File: src/sv/tapb_pkg.sv
// ----------------------------------------------------------------------------
// tapb_pkg
// Types, constants and helper functions shared by the tinted alpha blend
// pipeline.
// ----------------------------------------------------------------------------
package tapb_pkg;

	localparam int PIX_W  = 32;
	localparam int CH_W   = 8;
	localparam int OUT_W  = 24;
	localparam int WGT_W  = CH_W + 1;
	localparam int PROD_W = 2 * CH_W;

	localparam logic [PIX_W-1:0] TINT_RESET  = 32'hFFFF_FFFF;
	localparam logic [CH_W-1:0]  ALPHA_HALF  = 8'h80;
	localparam logic [WGT_W-1:0] WEIGHT_FULL = 9'h100;

	typedef logic [CH_W-1:0]   chan_t;
	typedef logic [WGT_W-1:0]  weight_t;
	typedef logic [PROD_W-1:0] prod_t;

	// One ARGB pixel split into channels.
	typedef struct packed {
		chan_t a;
		chan_t r;
		chan_t g;
		chan_t b;
	} argb_t;

	// One RGB pixel, red first.
	typedef struct packed {
		chan_t r;
		chan_t g;
		chan_t b;
	} rgb_t;

	// Weighted products per color channel, index 2 red, 1 green, 0 blue.
	typedef struct packed {
		logic [2:0][PROD_W-1:0] src;
		logic [2:0][PROD_W-1:0] dst;
	} prods_t;

	// Modulate one channel by one tint channel: (s * (c + 1)) >> 8.
	function automatic chan_t tint_mul(input chan_t s, input chan_t c);
		logic [PROD_W:0] p;
		p = (PROD_W+1)'(s) * ((PROD_W+1)'(c) + (PROD_W+1)'(1));
		return p[PROD_W-1:CH_W];
	endfunction

endpackage

File: src/sv/tapb_tint.sv
// ----------------------------------------------------------------------------
// tapb_tint
// First pipeline stage: modulates the four source channels by the tint
// register and carries the destination color along.
// ----------------------------------------------------------------------------
module tapb_tint import tapb_pkg::*; (
	input  logic             clk,
	input  logic             arst_n,
	input  logic             vld_in,
	output logic             rdy_in,
	input  logic [PIX_W-1:0] src,
	input  logic [PIX_W-1:0] dst,
	input  logic [PIX_W-1:0] tint,
	output logic             vld_s1,
	input  logic             rdy_out,
	output argb_t            src_s1,
	output rgb_t             dst_s1
);

	argb_t s;
	argb_t c;

	assign s = argb_t'(src);
	assign c = argb_t'(tint);
	assign rdy_in = !vld_s1 || rdy_out;

	always_ff @(posedge clk or negedge arst_n) begin
		if (!arst_n) begin
			vld_s1 <= 1'b0;
		end else if (rdy_in) begin
			vld_s1 <= vld_in;
		end
	end

	always_ff @(posedge clk) begin
		if (rdy_in && vld_in) begin
			src_s1.a <= tint_mul(s.a, c.a);
			src_s1.r <= tint_mul(s.r, c.r);
			src_s1.g <= tint_mul(s.g, c.g);
			src_s1.b <= tint_mul(s.b, c.b);
			dst_s1   <= rgb_t'(dst[OUT_W-1:0]);
		end
	end

endmodule

File: src/sv/tapb_weight.sv
// ----------------------------------------------------------------------------
// tapb_weight
// Second pipeline stage: forms the blend weight from the tinted alpha and
// multiplies source and destination channels by their weights.
// ----------------------------------------------------------------------------
module tapb_weight import tapb_pkg::*; (
	input  logic   clk,
	input  logic   arst_n,
	input  logic   vld_in,
	output logic   rdy_in,
	input  argb_t  src,
	input  rgb_t   dst,
	output logic   vld_s2,
	input  logic   rdy_out,
	output prods_t prods_s2,
	output weight_t wgt_s2
);

	weight_t wgt;
	weight_t inv;
	logic [2:0][CH_W-1:0] sc;
	logic [2:0][CH_W-1:0] dc;

	// Alpha values of one half and above are bumped so that opaque maps to 256.
	assign wgt = {1'b0, src.a} + {{CH_W{1'b0}}, (src.a >= ALPHA_HALF)};
	assign inv = WEIGHT_FULL - wgt;
	assign sc = {src.r, src.g, src.b};
	assign dc = {dst.r, dst.g, dst.b};
	assign rdy_in = !vld_s2 || rdy_out;

	always_ff @(posedge clk or negedge arst_n) begin
		if (!arst_n) begin
			vld_s2 <= 1'b0;
		end else if (rdy_in) begin
			vld_s2 <= vld_in;
		end
	end

	always_ff @(posedge clk) begin
		if (rdy_in && vld_in) begin
			for (int i = 0; i < 3; i++) begin
				prods_s2.src[i] <= PROD_W'({{CH_W{1'b0}}, sc[i]} * {{(CH_W-1){1'b0}}, wgt});
				prods_s2.dst[i] <= PROD_W'({{CH_W{1'b0}}, dc[i]} * {{(CH_W-1){1'b0}}, inv});
			end
			wgt_s2 <= wgt;
		end
	end

endmodule

File: src/sv/tapb_mix.sv
// ----------------------------------------------------------------------------
// tapb_mix
// Third pipeline stage: adds the weighted products, drops the fraction and
// holds the blended word for the output.
// ----------------------------------------------------------------------------
module tapb_mix import tapb_pkg::*; (
	input  logic   clk,
	input  logic   arst_n,
	input  logic   vld_in,
	output logic   rdy_in,
	input  prods_t prods,
	output logic   vld_s3,
	input  logic   rdy_out,
	output rgb_t   pix_s3
);

	logic [2:0][PROD_W:0] sum;
	logic [2:0][CH_W-1:0] ch;

	always_comb begin
		for (int i = 0; i < 3; i++) begin
			sum[i] = {1'b0, prods.src[i]} + {1'b0, prods.dst[i]};
			ch[i]  = sum[i][PROD_W-1:CH_W];
		end
	end

	assign rdy_in = !vld_s3 || rdy_out;

	always_ff @(posedge clk or negedge arst_n) begin
		if (!arst_n) begin
			vld_s3 <= 1'b0;
		end else if (rdy_in) begin
			vld_s3 <= vld_in;
		end
	end

	always_ff @(posedge clk) begin
		if (rdy_in && vld_in) begin
			pix_s3 <= rgb_t'(ch);
		end
	end

endmodule

File: src/sv/tinted_alpha_blend_pixel_top.sv
// ----------------------------------------------------------------------------
// tinted_alpha_blend_pixel_top
// Tints a source ARGB8888 pixel and alpha blends it over a destination pixel.
// ----------------------------------------------------------------------------
// The block takes one source/destination word per clock unless it is stalled
// and returns one RGB888 word per accepted word: one stage tints the source
// channels, one forms the blend weight and the six channel products, and one
// adds the products and holds the result for the output. Each stage holds
// its word while the stage after it is full, so a stalled output backs up
// the pipeline without losing words and the input keeps taking words as long
// as a stage is free. The tint register is loaded by cfg_wr_en and should
// only change while no word is in flight; it resets to all ones.
module tinted_alpha_blend_pixel_top import tapb_pkg::*; (
	input  logic             clk,
	input  logic             arst_n,
	input  logic             cfg_wr_en,
	input  logic [PIX_W-1:0] cfg_wr_data,
	input  logic             in_valid,
	output logic             in_ready,
	input  logic [PIX_W-1:0] source_pixel,
	input  logic [PIX_W-1:0] dest_pixel,
	output logic             out_valid,
	input  logic             out_ready,
	output logic [OUT_W-1:0] blended_pixel
);

	logic [PIX_W-1:0] tint_color_q;
	logic    vld_s1;
	logic    vld_s2;
	logic    rdy_s2;
	logic    rdy_s3;
	argb_t   src_s1;
	rgb_t    dst_s1;
	prods_t  prods_s2;
	weight_t wgt_s2;
	rgb_t    pix_s3;

	always_ff @(posedge clk or negedge arst_n) begin
		if (!arst_n) begin
			tint_color_q <= TINT_RESET;
		end else if (cfg_wr_en) begin
			tint_color_q <= cfg_wr_data;
		end
	end

	tapb_tint u_tint (
		.clk     (clk),
		.arst_n  (arst_n),
		.vld_in  (in_valid),
		.rdy_in  (in_ready),
		.src     (source_pixel),
		.dst     (dest_pixel),
		.tint    (tint_color_q),
		.vld_s1  (vld_s1),
		.rdy_out (rdy_s2),
		.src_s1  (src_s1),
		.dst_s1  (dst_s1)
	);

	tapb_weight u_weight (
		.clk      (clk),
		.arst_n   (arst_n),
		.vld_in   (vld_s1),
		.rdy_in   (rdy_s2),
		.src      (src_s1),
		.dst      (dst_s1),
		.vld_s2   (vld_s2),
		.rdy_out  (rdy_s3),
		.prods_s2 (prods_s2),
		.wgt_s2   (wgt_s2)
	);

	tapb_mix u_mix (
		.clk     (clk),
		.arst_n  (arst_n),
		.vld_in  (vld_s2),
		.rdy_in  (rdy_s3),
		.prods   (prods_s2),
		.vld_s3  (out_valid),
		.rdy_out (out_ready),
		.pix_s3  (pix_s3)
	);

	assign blended_pixel = pix_s3;

`ifndef SYNTHESIS
	// The input can only be blocked when every stage is full and the output stalls.
	a_block_full: assert property (@(posedge clk) disable iff (!arst_n)
		!in_ready |-> (out_valid && vld_s2 && vld_s1 && !out_ready))
		else $error("input blocked while a stage is free");

	// A held word in the first stage is not dropped.
	a_s1_hold: assert property (@(posedge clk) disable iff (!arst_n)
		vld_s1 && !rdy_s2 |=> vld_s1)
		else $error("first stage word lost during stall");

	// A held word in the second stage is not dropped and keeps its weight.
	a_s2_hold: assert property (@(posedge clk) disable iff (!arst_n)
		vld_s2 && !rdy_s3 |=> vld_s2 && $stable(wgt_s2))
		else $error("second stage word changed during stall");

	// A full weight leaves nothing of the destination.
	a_opaque: assert property (@(posedge clk) disable iff (!arst_n)
		vld_s2 && (wgt_s2 == WEIGHT_FULL) |-> (prods_s2.dst == '0))
		else $error("destination leaks through an opaque source");
`endif

endmodule

File: config.mk
export PLATFORM = sky130hd
export DESIGN_NAME = tinted_alpha_blend_pixel_top
export DESIGN_NICKNAME = d
export VERILOG_FILES = /design/src/sv/tapb_pkg.sv /design/src/sv/tapb_tint.sv /design/src/sv/tapb_weight.sv /design/src/sv/tapb_mix.sv /design/src/sv/tinted_alpha_blend_pixel_top.sv
export SDC_FILE = /design/constraint.sdc
export NUM_CORES = 2
export LEC_CHECK = 0
export ABC_AREA = 0
export BUFFER_PORTS_ARGS = -buffer_cell sky130_fd_sc_hd__buf_4
export CAP_MARGIN = 40
export CORE_MARGIN = 2
export CORE_UTILIZATION = 60
export CTS_CLUSTER_SIZE = 28
export DETAILED_ROUTE_END_ITERATION = 12
export GPL_ROUTABILITY_DRIVEN = 0
export PLACE_DENSITY = 0.78
export SLEW_MARGIN = 20
export SYNTH_ARGS = -nofsm -noshare
export SYNTH_HDL_FRONTEND = slang
export SYNTH_SLANG_ARGS = --single-unit
File: constraint.sdc
create_clock -name clk -period 6.9 [get_ports clk]
set_input_delay 0.345 -clock clk [delete_from_list [all_inputs] [get_ports clk]]
set_output_delay 0.345 -clock clk [all_outputs]
set_load 0.1 [all_outputs]
==> out/metrics.yaml <==
sta:
  hold_viol_final: 0
  period_needed_ps: 6577
  setup-violations-final: 0
  fmax_mhz: 152.1
  skew_ps: 17.55
  worst_slew_pin_slew_ps: 845.1
  slew_violations: 0
  rsz0062_at_grt: "no"
  finalCritPeriodShare_pct: 95.31
  timing.setup.tns_ps: 0
  worst_slack_ps: 323.3
  slew_headroom_pct: 43.33
synthesis:
  synth_mux_area_share_pct: 1.193
  async_flop_share_pct: 16.59
  synth_flop_cell: "edfxtp_1"
  ys_ff_latch: 211
  synthAdderAreaFrac_pct: 42.95
  synth_top_area_share_pct: 26.91
  yosys.area_share.simple_pct: 16.79
  synth_xor_area_share_pct: 5.776
  syn_inst: 3058
  synth_area_leaders: "fa_1, edfxtp_1, ha_1, and2_1, inv_1"
  ys_seq_area_share_pct: 20.53
  syn_area_um2: 30200
  synth_cell_types: 60
  syn-num-nets: 3952
  synth_compound_area_share_pct: 4.860
  synth-edff-count: 176
  ys.warnings.count: 0
  synth_top_family_by_area: "adder cells"
  yosys.area.top_type: "fa_1"
  avgSynthCellArea_um2: 9.875
floorplanning:
  start_util_pct: 60.44
  dieArea_um2: 52140
  core-area_um2: 49970
  std_cell_rows: 82
  dieHeight_um: 228.3
  io_pins: 127
  die_w_um: 228.3
worst_setup_path:
  startpoint: "u_tint.src_s1[31]"
  crit_arrival_ps: 6870
  startpoint_type: "register"
  cp-end-kind: "register"
  reg2reg_from: "u_tint.src_s1[31]"
  reg2reg_to: "u_weight.prods_s2[31]"
  path_max_fanout: 9
  crit_required_ps: 7200
  endpoint: "u_weight.prods_s2[31]"
  critPathKind: "register to register"
  reg2reg_depth: 23
  reg2reg_setup_slack_ps: 320
finish:
  area_growth_syn_to_layout_pct: 9.426
  multi_input_area_um2: 21620
  fin_cells: 3877
  finish.utilization_pct: 66.14
  layout_commonest_cell: "inv_1"
  seq_area_um2: 6201
  antenna_cells: 0
  final_cell_mix: "inv_1, fa_1, ha_1"
  fin_nets: 4082
  fillers: 3852
  layout-drive-gt1-share_pct: 8.799
global_routing:
  grt-ovfl-total: 0
  grt_pass1_vias: 23179
  use_met2_pct: 45.22
  track_usage_pct: 25.07
  grt_pass1_wl_um: 108800
  top_usage_layer: "met2"
  grt_max_degree: 71
  antenna_found_initial: 0
  met3_usage_pct: 2.695
  grt.met1_usage_pct: 32.16
routing:
  vias_per_cell: 5.434
  drc_errors: 0
  drt_pass1_iterations: 5
  wl_per_cell_um: 16.05
  vias: 21069
  dr.first_iter.drc_count: 1073
  wirelength_um: 62220
  ant_nets: 0
clocking:
  clk_pin_slew_worst_paths_ps: 60
  clockBufferDepth: 3
  cts_sinks: 211
  clock_latency_ps: 560
  cts_buffers: 27
  clockRootBuffer: "clkbuf_16"
  cts_max_level: 1
  cts_tree: "yes"
  cts_setup_buffers: 0
run:
  maxCapViolations: 0
min_path:
  whs_path_depth: 2
  min_path_type: "input port to register"
placed_design:
  preCtsSetupSlack_ps: 401.7
  dp_hpwl_um: 49460
  port_buffers: 118
  place_inst: 3802
run_status:
  outcome: "finished clean"
==> area by class of cell <==
cell class,instances,area share [%]
Timing Repair Buffer,174,4.256
Sequential cell,211,18.76
Multi-Input combinational cell,2215,65.44
Clock inverter,11,0.3256
Tap cell,672,2.544
Inverter,559,6.350
Clock buffer,35,2.321
==> state kept, by name, summed over array words and instances, names as in the netlist <==
name and flops:
u_weight.prods_s2 96, tint_color_q 32, u_tint.src_s1 32, u_mix.pix_s3 24, u_tint.dst_s1 24, u_mix.vld_s3 1
u_tint.vld_s1 1, u_weight.vld_s2 1
==> metrics by stage <==
step           hold WS, ps  cell area [um^2]
2_1_floorplan        49.41             30200
3_3_place_gp         319.7             31850
3_5_place_dp         326.7             31850
4_1_cts             0.2355             33000
5_1_grt              5.353             33050
6_report             18.97             33050
==> routing by layer <==
metal	vias up	routed length, um
met5	-	0
met4	0	1579
met3	122	2759
met2	487	31570
met1	10571	26300
li1	9889	-
==> kinds of logic after synthesis <==
kind of cell,count (synthesis)
xor gates and xnor gates,194
DFF,211
buffers and inverters,632
AOI/OAI and AO/OA,225
and+or+nand+nor,971
muxes,32
adders and majority gates,793
==> worst max-delay path, stage by stage, from the launching register on <==
cell and delay, ps:
edfxtp_1 500, ha_1 270, ha_1 300, inv_1 70, ha_1 180, inv_1 60
a311o_1 330, nor4_4 220, xnor2_1 330, buf_4 280, and2_1 170, fa_1 420
fa_1 500, fa_1 500, inv_1 50, fa_1 480, inv_1 50, ha_1 320
or3_1 370, o21ai_0 120, a21oi_1 110, a211oi_1 370, a21oi_1 160, xnor2_1 160
==> worst min-delay path by stage <==
| stage | startpoint | endpoint | slack (ps) |
|---|---|---|---|
| 6_report | cfg_wr_data[17] | tint_color_q[17] | 20 |
| 5_1_grt | cfg_wr_data[28] | tint_color_q[28] | 5 |
| 4_1_cts | cfg_wr_data[2] | tint_color_q[2] | 0.2 |
| 3_5_place_dp | arst_n | u_tint.vld_s1 | 330 |
| 3_3_place_gp | arst_n | u_mix.vld_s3 | 320 |
| 2_1_floorplan | arst_n | u_mix.vld_s3 | 50 |
==> synthesized netlist by cell type, drive strengths merged, types with 3 or more instances <==
| cell type | number |
|---|---|
| inv | 559 |
| a211oi | 18 |
| or3 | 17 |
| nand2 | 337 |
| o21ai | 29 |
| and3 | 21 |
| or2 | 8 |
| o41ai | 3 |
| nor4 | 6 |
| o211ai | 7 |
| dfrtp | 3 |
| nand4b | 6 |
| clkbuf | 60 |
| edfxtp | 176 |
| nor2 | 63 |
| nor2b | 45 |
| xor2 | 43 |
| nand2b | 20 |
| a21o | 33 |
| nand4 | 6 |
| ha | 387 |
| nand3 | 37 |
| a211o | 3 |
| dfstp | 32 |
| and2 | 387 |
| o31ai | 8 |
| o21a | 20 |
| xnor2 | 151 |
| mux2 | 32 |
| fa | 406 |
| nor3 | 13 |
| o31a | 3 |
| buf | 13 |
| and4 | 3 |
| a21oi | 86 |
==> repair_timing <==
action,CTS,global route
hold buffers,27,0
endpoints found under the hold margin,29,0
resized for setup,0,0
Power is left out: the tool's default activity adds up to more than one toggle a clock period on the data nets, which glitch-free logic cannot reach.
